`src/hdl/bq_pkg.sv`:
```
// types and constants for the biquad high-pass filter
// no dependencies; imported by every module of the block
package bq_pkg;

    localparam int SAMPLE_W  = 16;
    localparam int COEF_W    = 32;
    localparam int PX_W      = SAMPLE_W + COEF_W;
    localparam int CFG_IDX_W = 3;

    // configuration register indexes
    localparam logic [CFG_IDX_W-1:0] REG_B0 = 3'd0;
    localparam logic [CFG_IDX_W-1:0] REG_B1 = 3'd1;
    localparam logic [CFG_IDX_W-1:0] REG_B2 = 3'd2;
    localparam logic [CFG_IDX_W-1:0] REG_A1 = 3'd3;
    localparam logic [CFG_IDX_W-1:0] REG_A2 = 3'd4;

    // reset coefficients, 90 Hz high-pass at 16 kHz
    localparam logic signed [COEF_W-1:0] B0_RESET = 32'sd1047239728;
    localparam logic signed [COEF_W-1:0] B1_RESET = -32'sd2094480530;
    localparam logic signed [COEF_W-1:0] B2_RESET = 32'sd1047239728;
    localparam logic signed [COEF_W-1:0] A1_RESET = -32'sd2093826622;
    localparam logic signed [COEF_W-1:0] A2_RESET = 32'sd1021392615;

    typedef struct packed {
        logic signed [SAMPLE_W-1:0] sample_in;
        logic                       restart;
    } in_item_t;

    typedef struct packed {
        logic signed [SAMPLE_W-1:0] sample_out;
        logic                       clipped;
    } out_item_t;

    // step control for the serial multipliers
    typedef struct packed {
        logic clr;
        logic en;
        logic mbit;
        logic mlast;
        logic negate;
    } mul_ctrl_t;

endpackage

```
`src/hdl/bq_serial_mul.sv`:
```
// serial-parallel multiplier: coefficient in parallel, multiplier one bit a cycle lsb first
// depends on bq_pkg
module bq_serial_mul
    import bq_pkg::*;
#(
    parameter int LOW_W = 56
)
(
    input  logic                    clk,
    input  mul_ctrl_t               ctrl,
    input  logic signed [COEF_W-1:0] mcand,
    output logic signed [COEF_W:0]  acc,
    output logic [LOW_W-1:0]        low
);

    localparam int SUM_W = COEF_W + 2;

    logic signed [COEF_W:0]  acc_reg;
    logic signed [COEF_W:0]  acc_next;
    logic [LOW_W-1:0]        low_reg;
    logic [LOW_W-1:0]        low_next;
    logic signed [SUM_W-1:0] sum;

    // add or subtract the coefficient; the sign bit of the multiplier weighs negative
    always_comb
    begin
        priority if (!ctrl.mbit)
        begin
            sum = SUM_W'(acc_reg);
        end
        else if (ctrl.mlast ^ ctrl.negate)
        begin
            sum = SUM_W'(acc_reg) - SUM_W'(mcand);
        end
        else
        begin
            sum = SUM_W'(acc_reg) + SUM_W'(mcand);
        end
    end

    // shift one bit of product into the low word each step
    always_comb
    begin
        acc_next = acc_reg;
        low_next = low_reg;
        priority if (ctrl.clr)
        begin
            acc_next = '0;
        end
        else if (ctrl.en)
        begin
            acc_next = sum[SUM_W-1:1];
            low_next = {sum[0], low_reg[LOW_W-1:1]};
        end
    end

    always_ff @(posedge clk)
    begin
        acc_reg <= acc_next;
        low_reg <= low_next;
    end

    assign acc = acc_reg;
    assign low = low_reg;

endmodule

```
`src/hdl/bq_round_sat.sv`:
```
// output stage: round to nearest with ties away from zero, then clip to 16 bits
// depends on bq_pkg
module bq_round_sat
    import bq_pkg::*;
#(
    parameter int STATE_W = 56,
    parameter int FRAC_W  = 30
)
(
    input  logic signed [STATE_W-1:0] y,
    output out_item_t                 result
);

    localparam int RW = STATE_W + 1;
    localparam logic signed [RW-1:0] HALF      = RW'(65'd1 << (FRAC_W - 1));
    localparam logic signed [RW-1:0] HALF_LESS = HALF - RW'(1);
    localparam logic signed [RW-1:0] OUT_MAX   = RW'((1 <<< (SAMPLE_W - 1)) - 1);
    localparam logic signed [RW-1:0] OUT_MIN   = RW'(-(1 <<< (SAMPLE_W - 1)));

    logic signed [RW-1:0] biased;
    logic signed [RW-1:0] rounded;

    // negative values take half less one lsb so the floor rounds away from zero
    always_comb
    begin
        biased  = RW'(y) + (y[STATE_W-1] ? HALF_LESS : HALF);
        rounded = biased >>> FRAC_W;
        priority if (rounded > OUT_MAX)
        begin
            result.sample_out = OUT_MAX[SAMPLE_W-1:0];
            result.clipped    = 1'b1;
        end
        else if (rounded < OUT_MIN)
        begin
            result.sample_out = OUT_MIN[SAMPLE_W-1:0];
            result.clipped    = 1'b1;
        end
        else
        begin
            result.sample_out = rounded[SAMPLE_W-1:0];
            result.clipped    = 1'b0;
        end
    end

endmodule

```
`src/hdl/biquad_highpass_filter.sv`:
```
// biquad high-pass filter, transposed direct form ii, bit-serial multipliers
// sequence: an input transfer starts the 16-step x pass (S_MULX), then S_YSUM, then the
//   STATE_WIDTH-step feedback pass (S_MULY), then S_UPD registers the result and goes idle;
//   a stalled result holds S_UPD, and the input stalls until idle, so one sample is in flight
// reset: coefficients return to the 90 Hz / 16 kHz set, both delay states clear,
//   the result register empties; no clearing pass
module biquad_highpass_filter
    import bq_pkg::*;
#(
    parameter int COEF_FRAC_BITS = 30,
    parameter int STATE_WIDTH    = 56
)
(
    input  logic                      clk,
    input  logic                      rst_n,
    input  logic                      item_valid,
    output logic                      item_stall,
    input  in_item_t                  item,
    output logic                      result_valid,
    input  logic                      result_stall,
    output out_item_t                 result,
    input  logic                      cfg_valid,
    output logic                      cfg_ready,
    input  logic [CFG_IDX_W-1:0]      cfg_index,
    input  logic signed [COEF_W-1:0]  cfg_data
);

    localparam int CNT_W = $clog2(STATE_WIDTH);
    localparam int XP_W  = COEF_W + 1 + SAMPLE_W;
    localparam int FY_W  = STATE_WIDTH + COEF_W + 1 - COEF_FRAC_BITS;
    localparam int YS_W  = ((PX_W > STATE_WIDTH) ? PX_W : STATE_WIDTH) + 1;
    localparam int T_W   = ((YS_W > FY_W) ? YS_W : FY_W) + 1;

    // sequencer codes
    localparam logic [2:0] S_IDLE = 3'd0;
    localparam logic [2:0] S_MULX = 3'd1;
    localparam logic [2:0] S_YSUM = 3'd2;
    localparam logic [2:0] S_MULY = 3'd3;
    localparam logic [2:0] S_UPD  = 3'd4;

    logic [2:0]                    state_reg, state_next;
    logic [CNT_W-1:0]              cnt_reg, cnt_next;
    logic signed [COEF_W-1:0]      coef_b0_reg, coef_b0_next;
    logic signed [COEF_W-1:0]      coef_b1_reg, coef_b1_next;
    logic signed [COEF_W-1:0]      coef_b2_reg, coef_b2_next;
    logic signed [COEF_W-1:0]      coef_a1_reg, coef_a1_next;
    logic signed [COEF_W-1:0]      coef_a2_reg, coef_a2_next;
    logic signed [STATE_WIDTH-1:0] d1_reg, d1_next;
    logic signed [STATE_WIDTH-1:0] d2_reg, d2_next;
    logic signed [STATE_WIDTH-1:0] y_reg, y_next;
    logic [STATE_WIDTH-1:0]        mult_sr_reg, mult_sr_next;
    logic signed [YS_W-1:0]        pd_reg, pd_next;
    logic signed [PX_W-1:0]        px2_reg, px2_next;
    out_item_t                     result_reg, result_next;
    logic                          result_valid_reg, result_valid_next;

    logic                          accept;
    logic                          last_step;
    mul_ctrl_t                     ctrl;
    logic signed [COEF_W-1:0]      mcand0, mcand1;
    logic signed [COEF_W:0]        acc0, acc1, acc2;
    logic [STATE_WIDTH-1:0]        low0, low1, low2;
    logic signed [XP_W-1:0]        xprod0, xprod1, xprod2;
    logic signed [PX_W-1:0]        px0, px1, px2;
    logic signed [FY_W-1:0]        fy1, fy2;
    logic signed [YS_W-1:0]        y_sum, pd_sum;
    logic signed [STATE_WIDTH-1:0] y_new, d1_new, d2_new;
    out_item_t                     rounded_item;

    // clamp a wide sum to the state width
    function automatic logic signed [STATE_WIDTH-1:0] sat_state(input logic signed [T_W-1:0] v);
        logic [T_W-STATE_WIDTH:0]      top_bits;
        logic signed [STATE_WIDTH-1:0] res;
        top_bits = v[T_W-1:STATE_WIDTH-1];
        priority if ((&top_bits) || !(|top_bits))
        begin
            res = v[STATE_WIDTH-1:0];
        end
        else if (v[T_W-1])
        begin
            res = {1'b1, {(STATE_WIDTH-1){1'b0}}};
        end
        else
        begin
            res = {1'b0, {(STATE_WIDTH-1){1'b1}}};
        end
        return res;
    endfunction

    // handshakes
    assign accept       = item_valid && !item_stall;
    assign item_stall   = (state_reg != S_IDLE);
    assign result_valid = result_valid_reg;
    assign result       = result_reg;
    assign cfg_ready    = 1'b1;

    // multiplier step control
    assign last_step = ((state_reg == S_MULX) && (cnt_reg == CNT_W'(SAMPLE_W - 1))) ||
                       ((state_reg == S_MULY) && (cnt_reg == CNT_W'(STATE_WIDTH - 1)));

    always_comb
    begin
        ctrl.clr    = accept || (state_reg == S_YSUM);
        ctrl.en     = (state_reg == S_MULX) || (state_reg == S_MULY);
        ctrl.mbit   = mult_sr_reg[0];
        ctrl.mlast  = last_step;
        ctrl.negate = (state_reg == S_MULY);
    end

    // units 0 and 1 take the feedforward then the feedback coefficient
    assign mcand0 = (state_reg == S_MULY) ? coef_a1_reg : coef_b0_reg;
    assign mcand1 = (state_reg == S_MULY) ? coef_a2_reg : coef_b1_reg;

    bq_serial_mul #(.LOW_W(STATE_WIDTH)) u_mul0
    (
        .clk   (clk),
        .ctrl  (ctrl),
        .mcand (mcand0),
        .acc   (acc0),
        .low   (low0)
    );

    bq_serial_mul #(.LOW_W(STATE_WIDTH)) u_mul1
    (
        .clk   (clk),
        .ctrl  (ctrl),
        .mcand (mcand1),
        .acc   (acc1),
        .low   (low1)
    );

    bq_serial_mul #(.LOW_W(STATE_WIDTH)) u_mul2
    (
        .clk   (clk),
        .ctrl  (ctrl),
        .mcand (coef_b2_reg),
        .acc   (acc2),
        .low   (low2)
    );

    // products: x terms keep every bit, feedback terms drop the low fraction bits (floor)
    assign xprod0 = {acc0, low0[STATE_WIDTH-1 -: SAMPLE_W]};
    assign xprod1 = {acc1, low1[STATE_WIDTH-1 -: SAMPLE_W]};
    assign xprod2 = {acc2, low2[STATE_WIDTH-1 -: SAMPLE_W]};
    assign px0    = xprod0[PX_W-1:0];
    assign px1    = xprod1[PX_W-1:0];
    assign px2    = xprod2[PX_W-1:0];
    assign fy1    = {acc0, low0[STATE_WIDTH-1:COEF_FRAC_BITS]};
    assign fy2    = {acc1, low1[STATE_WIDTH-1:COEF_FRAC_BITS]};

    // sums with saturation
    assign y_sum  = YS_W'(px0) + YS_W'(d1_reg);
    assign pd_sum = YS_W'(px1) + YS_W'(d2_reg);
    assign y_new  = sat_state(T_W'(y_sum));
    assign d1_new = sat_state(T_W'(pd_reg) + T_W'(fy1));
    assign d2_new = sat_state(T_W'(px2_reg) + T_W'(fy2));

    bq_round_sat #(.STATE_W(STATE_WIDTH), .FRAC_W(COEF_FRAC_BITS)) u_round
    (
        .y      (y_reg),
        .result (rounded_item)
    );

    // configuration writes, unknown indexes ignored
    always_comb
    begin
        coef_b0_next = coef_b0_reg;
        coef_b1_next = coef_b1_reg;
        coef_b2_next = coef_b2_reg;
        coef_a1_next = coef_a1_reg;
        coef_a2_next = coef_a2_reg;
        if (cfg_valid && cfg_ready)
        begin
            unique case (cfg_index)
                REG_B0:  coef_b0_next = cfg_data;
                REG_B1:  coef_b1_next = cfg_data;
                REG_B2:  coef_b2_next = cfg_data;
                REG_A1:  coef_a1_next = cfg_data;
                REG_A2:  coef_a2_next = cfg_data;
                default: ;
            endcase
        end
    end

    // sequencer and datapath next values
    always_comb
    begin
        state_next        = state_reg;
        cnt_next          = cnt_reg;
        d1_next           = d1_reg;
        d2_next           = d2_reg;
        y_next            = y_reg;
        mult_sr_next      = mult_sr_reg;
        pd_next           = pd_reg;
        px2_next          = px2_reg;
        result_next       = result_reg;
        result_valid_next = result_valid_reg && result_stall;
        unique case (state_reg)
            S_IDLE:
            begin
                if (accept)
                begin
                    state_next   = S_MULX;
                    cnt_next     = '0;
                    mult_sr_next = STATE_WIDTH'(item.sample_in);
                    if (item.restart)
                    begin
                        d1_next = '0;
                        d2_next = '0;
                    end
                end
            end
            S_MULX:
            begin
                mult_sr_next = mult_sr_reg >> 1;
                cnt_next     = cnt_reg + 1'b1;
                if (last_step)
                begin
                    state_next = S_YSUM;
                end
            end
            S_YSUM:
            begin
                y_next       = y_new;
                mult_sr_next = y_new;
                pd_next      = pd_sum;
                px2_next     = px2;
                cnt_next     = '0;
                state_next   = S_MULY;
            end
            S_MULY:
            begin
                mult_sr_next = mult_sr_reg >> 1;
                cnt_next     = cnt_reg + 1'b1;
                if (last_step)
                begin
                    state_next = S_UPD;
                end
            end
            S_UPD:
            begin
                if (!result_valid_reg || !result_stall)
                begin
                    d1_next           = d1_new;
                    d2_next           = d2_new;
                    result_next       = rounded_item;
                    result_valid_next = 1'b1;
                    state_next        = S_IDLE;
                end
            end
            default:
            begin
                state_next = S_IDLE;
            end
        endcase
    end

    // control, configuration and filter state
    always_ff @(posedge clk or negedge rst_n)
    begin
        if (!rst_n)
        begin
            state_reg        <= S_IDLE;
            cnt_reg          <= '0;
            coef_b0_reg      <= B0_RESET;
            coef_b1_reg      <= B1_RESET;
            coef_b2_reg      <= B2_RESET;
            coef_a1_reg      <= A1_RESET;
            coef_a2_reg      <= A2_RESET;
            d1_reg           <= '0;
            d2_reg           <= '0;
            result_valid_reg <= 1'b0;
        end
        else
        begin
            state_reg        <= state_next;
            cnt_reg          <= cnt_next;
            coef_b0_reg      <= coef_b0_next;
            coef_b1_reg      <= coef_b1_next;
            coef_b2_reg      <= coef_b2_next;
            coef_a1_reg      <= coef_a1_next;
            coef_a2_reg      <= coef_a2_next;
            d1_reg           <= d1_next;
            d2_reg           <= d2_next;
            result_valid_reg <= result_valid_next;
        end
    end

    // payload registers
    always_ff @(posedge clk)
    begin
        y_reg       <= y_next;
        mult_sr_reg <= mult_sr_next;
        pd_reg      <= pd_next;
        px2_reg     <= px2_next;
        result_reg  <= result_next;
    end

endmodule

```
`config.mk`:
```
export PLATFORM = sky130hd
export DESIGN_NAME = biquad_highpass_filter
export DESIGN_NICKNAME = d
export VERILOG_FILES = /design/src/hdl/bq_pkg.sv /design/src/hdl/bq_serial_mul.sv /design/src/hdl/bq_round_sat.sv /design/src/hdl/biquad_highpass_filter.sv
export SDC_FILE = /design/constraint.sdc
export NUM_CORES = 2
export LEC_CHECK = 0
export BUFFER_PORTS_ARGS = -buffer_cell sky130_fd_sc_hd__buf_2
export CORE_ASPECT_RATIO = 0.5
export CORE_MARGIN = 5
export CORE_UTILIZATION = 53
export DETAILED_ROUTE_END_ITERATION = 8
export GPL_ROUTABILITY_DRIVEN = 1
export PLACE_DENSITY_LB_ADDON = 0.08
export SLEW_MARGIN = 0
export SYNTH_ARGS = -nofsm -noshare
export SYNTH_HDL_FRONTEND = slang
export SYNTH_SLANG_ARGS = --single-unit
```
`constraint.sdc`:
```
create_clock -name clk -period 24.1 [get_ports clk]
set_input_delay 2.41 -clock clk [delete_from_list [all_inputs] [get_ports clk]]
set_output_delay 2.41 -clock clk [all_outputs]
set_load 0.05 [all_outputs]
```
Word-level counts from Yosys, hierarchy flattened
Index checks and enable logic that the tools add are counted.

cells by class
  reductions and logical operators = 40
  bitwise logic cells = 2
  $lt $le $gt $ge = 2
  equality and inequality tests = 15
  muxes and demuxes = 33
  add/sub/neg operators = 12

operators by type and width
  kind                                                                             count
  56-bit 2-to-1 mux                                                                11
  56-bit one-hot mux with 2 select lines                                           2
  56-bit one-hot mux with 3 select lines                                           1
  48-bit by 56-bit adder with 57-bit output                                        2
  33-bit by 32-bit adder with 34-bit output                                        3
  34-bit 2-to-1 mux                                                                3
  33-bit by 32-bit subtractor with 34-bit output                                   3
  33-bit 2-to-1 mux                                                                3
  32-bit 2-to-1 mux                                                                2
  48-bit by 59-bit adder with 60-bit output                                        1
  57-bit by 59-bit adder with 60-bit output                                        1
  56-bit by 31-bit adder with 57-bit output                                        1
  30-bit 2-to-1 mux                                                                1
  27-bit by 16-bit > comparator with 1-bit output (second input constant)          1
  27-bit by 16-bit less-than comparator with 1-bit output (second input constant)  1
  2-bit AND reduction                                                              10
  6-bit one-hot mux with 3 select lines                                            1
  17-bit 2-to-1 mux                                                                1
  3-bit one-hot mux with 5 select lines                                            1
  3-bit by 2-bit == test with 1-bit output (second input constant)                 4
  3-bit 2-to-1 mux                                                                 4
  2-bit != test (second input constant)                                            5
  5-bit AND reduction                                                              2
  5-bit OR reduction                                                               2
  17 further kinds                                                                 38

storage, ports and cells
  input bits = 57
  output and inout bits = 20
  word-level logic and storage cells = 129
  register bits = 783

Longest topological paths before layout
  depth in word-level cells = 7
  mapped depth = 29
  gate-level depth less buffers = 23

Hierarchy
Synthesis repeated with hierarchy kept, for this count alone.

unflattened totals
  cells, all modules = 5373
  area total of the unflattened synthesis = 52502.9 µm²

by module, submodules not included
  module                  area each (µm²)  times used  seq. area each (µm²)  cells each
  biquad_highpass_filter  33493.4          1           14182.4               3319
  bq_serial_mul           5657.9           3           2342.2                587
  bq_round_sat            2035.7           1           0.0                   293

Least setup slack after synthesis
Ideal clock, no wire load.

  path type = register -> register
  from = reg state_reg[2]
  to = reg u_mul2.acc_reg[29] (netlist: u_mul2.acc[29])
  setup time = 0.078 ns
  clock period less this slack = 7.973 ns
  slack = 16.127 ns
  stages on the path, launching flop included = 24
  arrival time = 7.895 ns
  required time = 24.022 ns
  path buffers = 6
  cells stage by stage = dfrtp_1 -> clkbuf_1 -> nand2b_1 -> inv_2 -> clkbuf_1 -> buf_1 -> nand3_1 -> ha_1 -> clkbuf_1 -> clkbuf_1 -> clkbuf_1 -> mux2i_1 -> fa_1 -> a21o_1 -> a31o_2 -> a2111oi_0 -> o21ai_0 -> o21ai_0 -> o22ai_1 -> o41ai_1 -> o21ai_0 -> o21a_1 -> a31o_2 -> nor3_1

on the way
  longest elaborated chain between the ends = 6

ends and longest elaborated chain
  item                                                                                                  RTL line                                                    text
  start: declaration                                                                                    biquad_highpass_filter.sv:41                                logic [2:0] state_reg, state_next;
  start signal: assignment                                                                              biquad_highpass_filter.sv:276                               state_reg <= state_next;
  3-bit by 1-bit == test with 1-bit output or 3-bit by 2-bit == test with 1-bit output (tied branches)  n/a
  1-bit logical AND, on equally long branches                                                           biquad_highpass_filter.sv:98, biquad_highpass_filter.sv:99
  1-bit logical OR                                                                                      biquad_highpass_filter.sv:98                                assign last_step = ((state_reg == S_MULX) && (cnt_reg == CNT_W'(SAMPLE_W - 1))) ||
  1-bit bitwise XOR                                                                                     bq_serial_mul.sv:31                                         else if (ctrl.mlast ^ ctrl.negate)
  34-bit 2-to-1 mux                                                                                     bq_serial_mul.sv:31
  33-bit 2-to-1 mux                                                                                     bq_serial_mul.sv:27                                         priority if (!ctrl.mbit)
  end signal: assignment                                                                                bq_serial_mul.sv:59                                         acc_reg <= acc_next;
  end: declaration                                                                                      bq_serial_mul.sv:18                                         logic signed [COEF_W:0] acc_reg;

Parallel ways exist; a longest one is shown, timed or not.
A chain may end at the register's enable or synchronous reset.

Worst setup path after layout
  from = reg state_reg[2]
  to = reg u_mul1.acc_reg[29] (netlist: u_mul1.acc[29])

on the way
  longest elaborated chain between the ends = 6

ends and longest elaborated chain
  item                                                                                               RTL line
  parallel branches: the longest is 6 deep, another holds 33-bit by 32-bit adder with 34-bit output  n/a
  end signal: assignment                                                                             bq_serial_mul.sv:59
  end: declaration                                                                                   bq_serial_mul.sv:18

Parallel ways; which one is timed is not known.

==> run metrics <==
status=finished clean; Crit Path Class=flip-flop to flip-flop; Initial Util=0.5329; Cell Area, Synth=46980 sq um; Synthesis Warnings=0; Pins Over Slew Limit=0; cts repair resizes=0; clk buf depth=3; Worst Path Required=24670 ps; Worst Tran Pin Value=1203 ps; MaxCap Viol Count=0; GPL Wtd Cong=0.9282; max_slew headroom=0.1809; htree depth=3; fin nets=5284; Unique masters post-synth=93; initial antenna violation count=3; final hold vios=0; Post-CTS Hold Buffers=0; Area growth syn-to-layout=7.551%; setup violators final=0; 1st-pass router iterations=7; Mean Syn Cell Area=9.560 sq um; CTS clk-pin slew, worst paths=70 ps; IO Port Bufs=75; Synth area leaders=edfxtp_1 19%, dfrtp_1 11%, ha_1 9.7%, a21oi_1 4.7%, xnor2_1 4.6%; crit path capture type=flip-flop; DR vias/cell=6.226; Synth top area share=0.1930; ys async rst share=0.4129; Final ANT Viol Nets=0; Die H=220.5 um; share of layout cells above drive strength 1=0.1024; Post-synth EDFFs=302; Final Cycle Share=0.3003; TritonCTS clock tree=done; worst hold path type=flip-flop to flip-flop; width of the die=431.0 um; Core Area=88150 sq um; Die Area=95050 sq um; post-route setup TNS=0 ps; skew final=20.65 ps; max reg flops=57; Worst Path Arrival=7810 ps; Yosys top cell by area=edfxtp_1; Yosys reg bits=683; Initial DRC Count=3483; clk root buf=clkbuf_16; Synth Flop Type=edfxtp_1; fin crit period=7238 ps; TritonCTS buffer count=68; first-pass GRT wire length=206800 um; I/O pin count=77; Cell Rows=77; CP startpoint kind=flip-flop; drt total wl=131900 um; Post-CTS Setup Inserts=0; fmax=138.2 MHz; number of remaining DRC errors=0; pin count of the biggest net entering global routing=129; CP max FO=49; vias in the first global route=35823; total gr overflow=0; dpl hpwl=100500 um; Syn Nets=5341; Global Route Usage Sum=0.2738; Post-synth top cells=463 x nand2_1, 445 x a21oi_1, 363 x ha_1; share of the yosys chip area belonging to registers=0.3876; RSZ-0062 raised after global routing=false; wire per inst=21.64 um; via count=37959; top-count cell post-synth=nand2_1; Syn Inst Count=4914; clock sinks=683; clock latency reported for the late side of the worst-skew pair=640 ps
## critical path, cell delays in order (launching register included)
cell,delay (ps)
dfrtp_1,420
buf_4,340
nand3b_1,180
buf_4,510
inv_4,420
mux2i_1,520
nand2_1,140
nor3_1,180
o21ai_0,180
nor3b_1,600
nand2_1,120
nand2_1,110
xnor2_1,210
ha_1,370
a2111oi_0,570
o21ai_0,230
o2bb2ai_1,190
o21ai_0,280
nand4_1,140
a31oi_1,340
o21bai_1,110
a21oi_1,310
o21bai_1,130
nor4_1,220
a41oi_1,80
a31oi_1,190
## cell families after synthesis
logic type | synth area share
AO/OA/AOI/OAI | 0.2167
XOR/XNOR | 0.07365
adder cells (fa/ha/maj) | 0.1071
buffers and inverters | 0.02658
flip-flops | 0.3876
multiplexers | 0.06166
other | 0.00007983
AND/OR/NAND/NOR | 0.1267
## cells in the final DEF (no fill, tap or decap), types with 26 or more instances in the layout
cell type  synthesis  layout
a211oi_1          88      88
a21o_1           202     202
a21oi_1          445     444
a221o_1          109     109
a31oi_1           46      46
buf_2              5      74
buf_4              1      31
clkbuf_16          0      72
dfrtp_1          203     203
dfstp_2           79      79
dfxtp_1           99      99
edfxtp_1         302     302
ha_1             363     362
inv_1             93      92
maj3_1            35      35
mux2_2           163     163
mux2i_1          106     105
nand2_1          463     462
nand2b_1          43      42
nand3_1           93      93
nand4_1           64      64
nor2_1           299     295
nor2b_1           35      35
nor3_1           110     109
o211ai_1          35      35
o21a_1            46      45
o21ai_0          330     330
o21bai_1          46      46
o31ai_1           36      36
or3_1             26      26
xnor2_1          249     248
xor2_1           146     146
## routing by layer
metal	vias to the layer above	wire (um)	global-route usage
met5	-	13	0
met4	2	2080	0.05105
met3	134	9222	0.04946
met2	1137	52620	0.3916
met1	18339	67980	0.4325
li1	18347	-	-
## final timing paths
path / startpoint / end / slack [ps] / depth (start not counted)
max: state_reg[2]$_DFFE_PN0P_ / u_mul1.acc[29]$_SDFFE_PP0N_ / 16860 / 25
min: u_mul2.low[40]$_DFFE_PP_ / px2_reg[0]$_DFFE_PP_ / 420 / 0
max reg2reg: state_reg[2]$_DFFE_PN0P_ / u_mul1.acc[29]$_SDFFE_PP0N_ / 16860 / 25
min reg2reg: u_mul2.low[40]$_DFFE_PP_ / px2_reg[0]$_DFFE_PP_ / 420 / 0
max in group asynchronous: rst_n / coef_a1_reg[19]$_DFFE_PN0P_ / 20830 / 2
min in group asynchronous: rst_n / d2_reg[52]$_DFFE_PN0P_ / 1740 / 1
## area by class of cell
class	instances	area [sq um]
fillers	7738	37630
multi-input cells	3901	27640
flip-flops and latches	683	18210
clock buffers	96	1952
well taps	1185	1483
repair buffers	107	638.1
inverters	96	375.4
clock inverters	27	225.2
diodes	2	5.005
## stage by stage
stage / util / setup slack [ps] / instance area, sq um / instances / hold slack, ps
after global routing: 0.5731 / 16250 / 50520 / 6095 / 445.9
after detailed placement: 0.5484 / 17100 / 48340 / 5972 / 409.0
after CTS: 0.5731 / 17080 / 50520 / 6095 / 424.2
after floorplan: - / 16130 / 46980 / 4914 / 400.3
final: 0.5731 / 16860 / 50520 / 6097 / 422.3
after global placement: 0.5484 / 17230 / 48340 / 5972 / 403.6
Power is not shown: default switching activity piles up to over one toggle a cycle in this logic, so the estimate is an artifact.
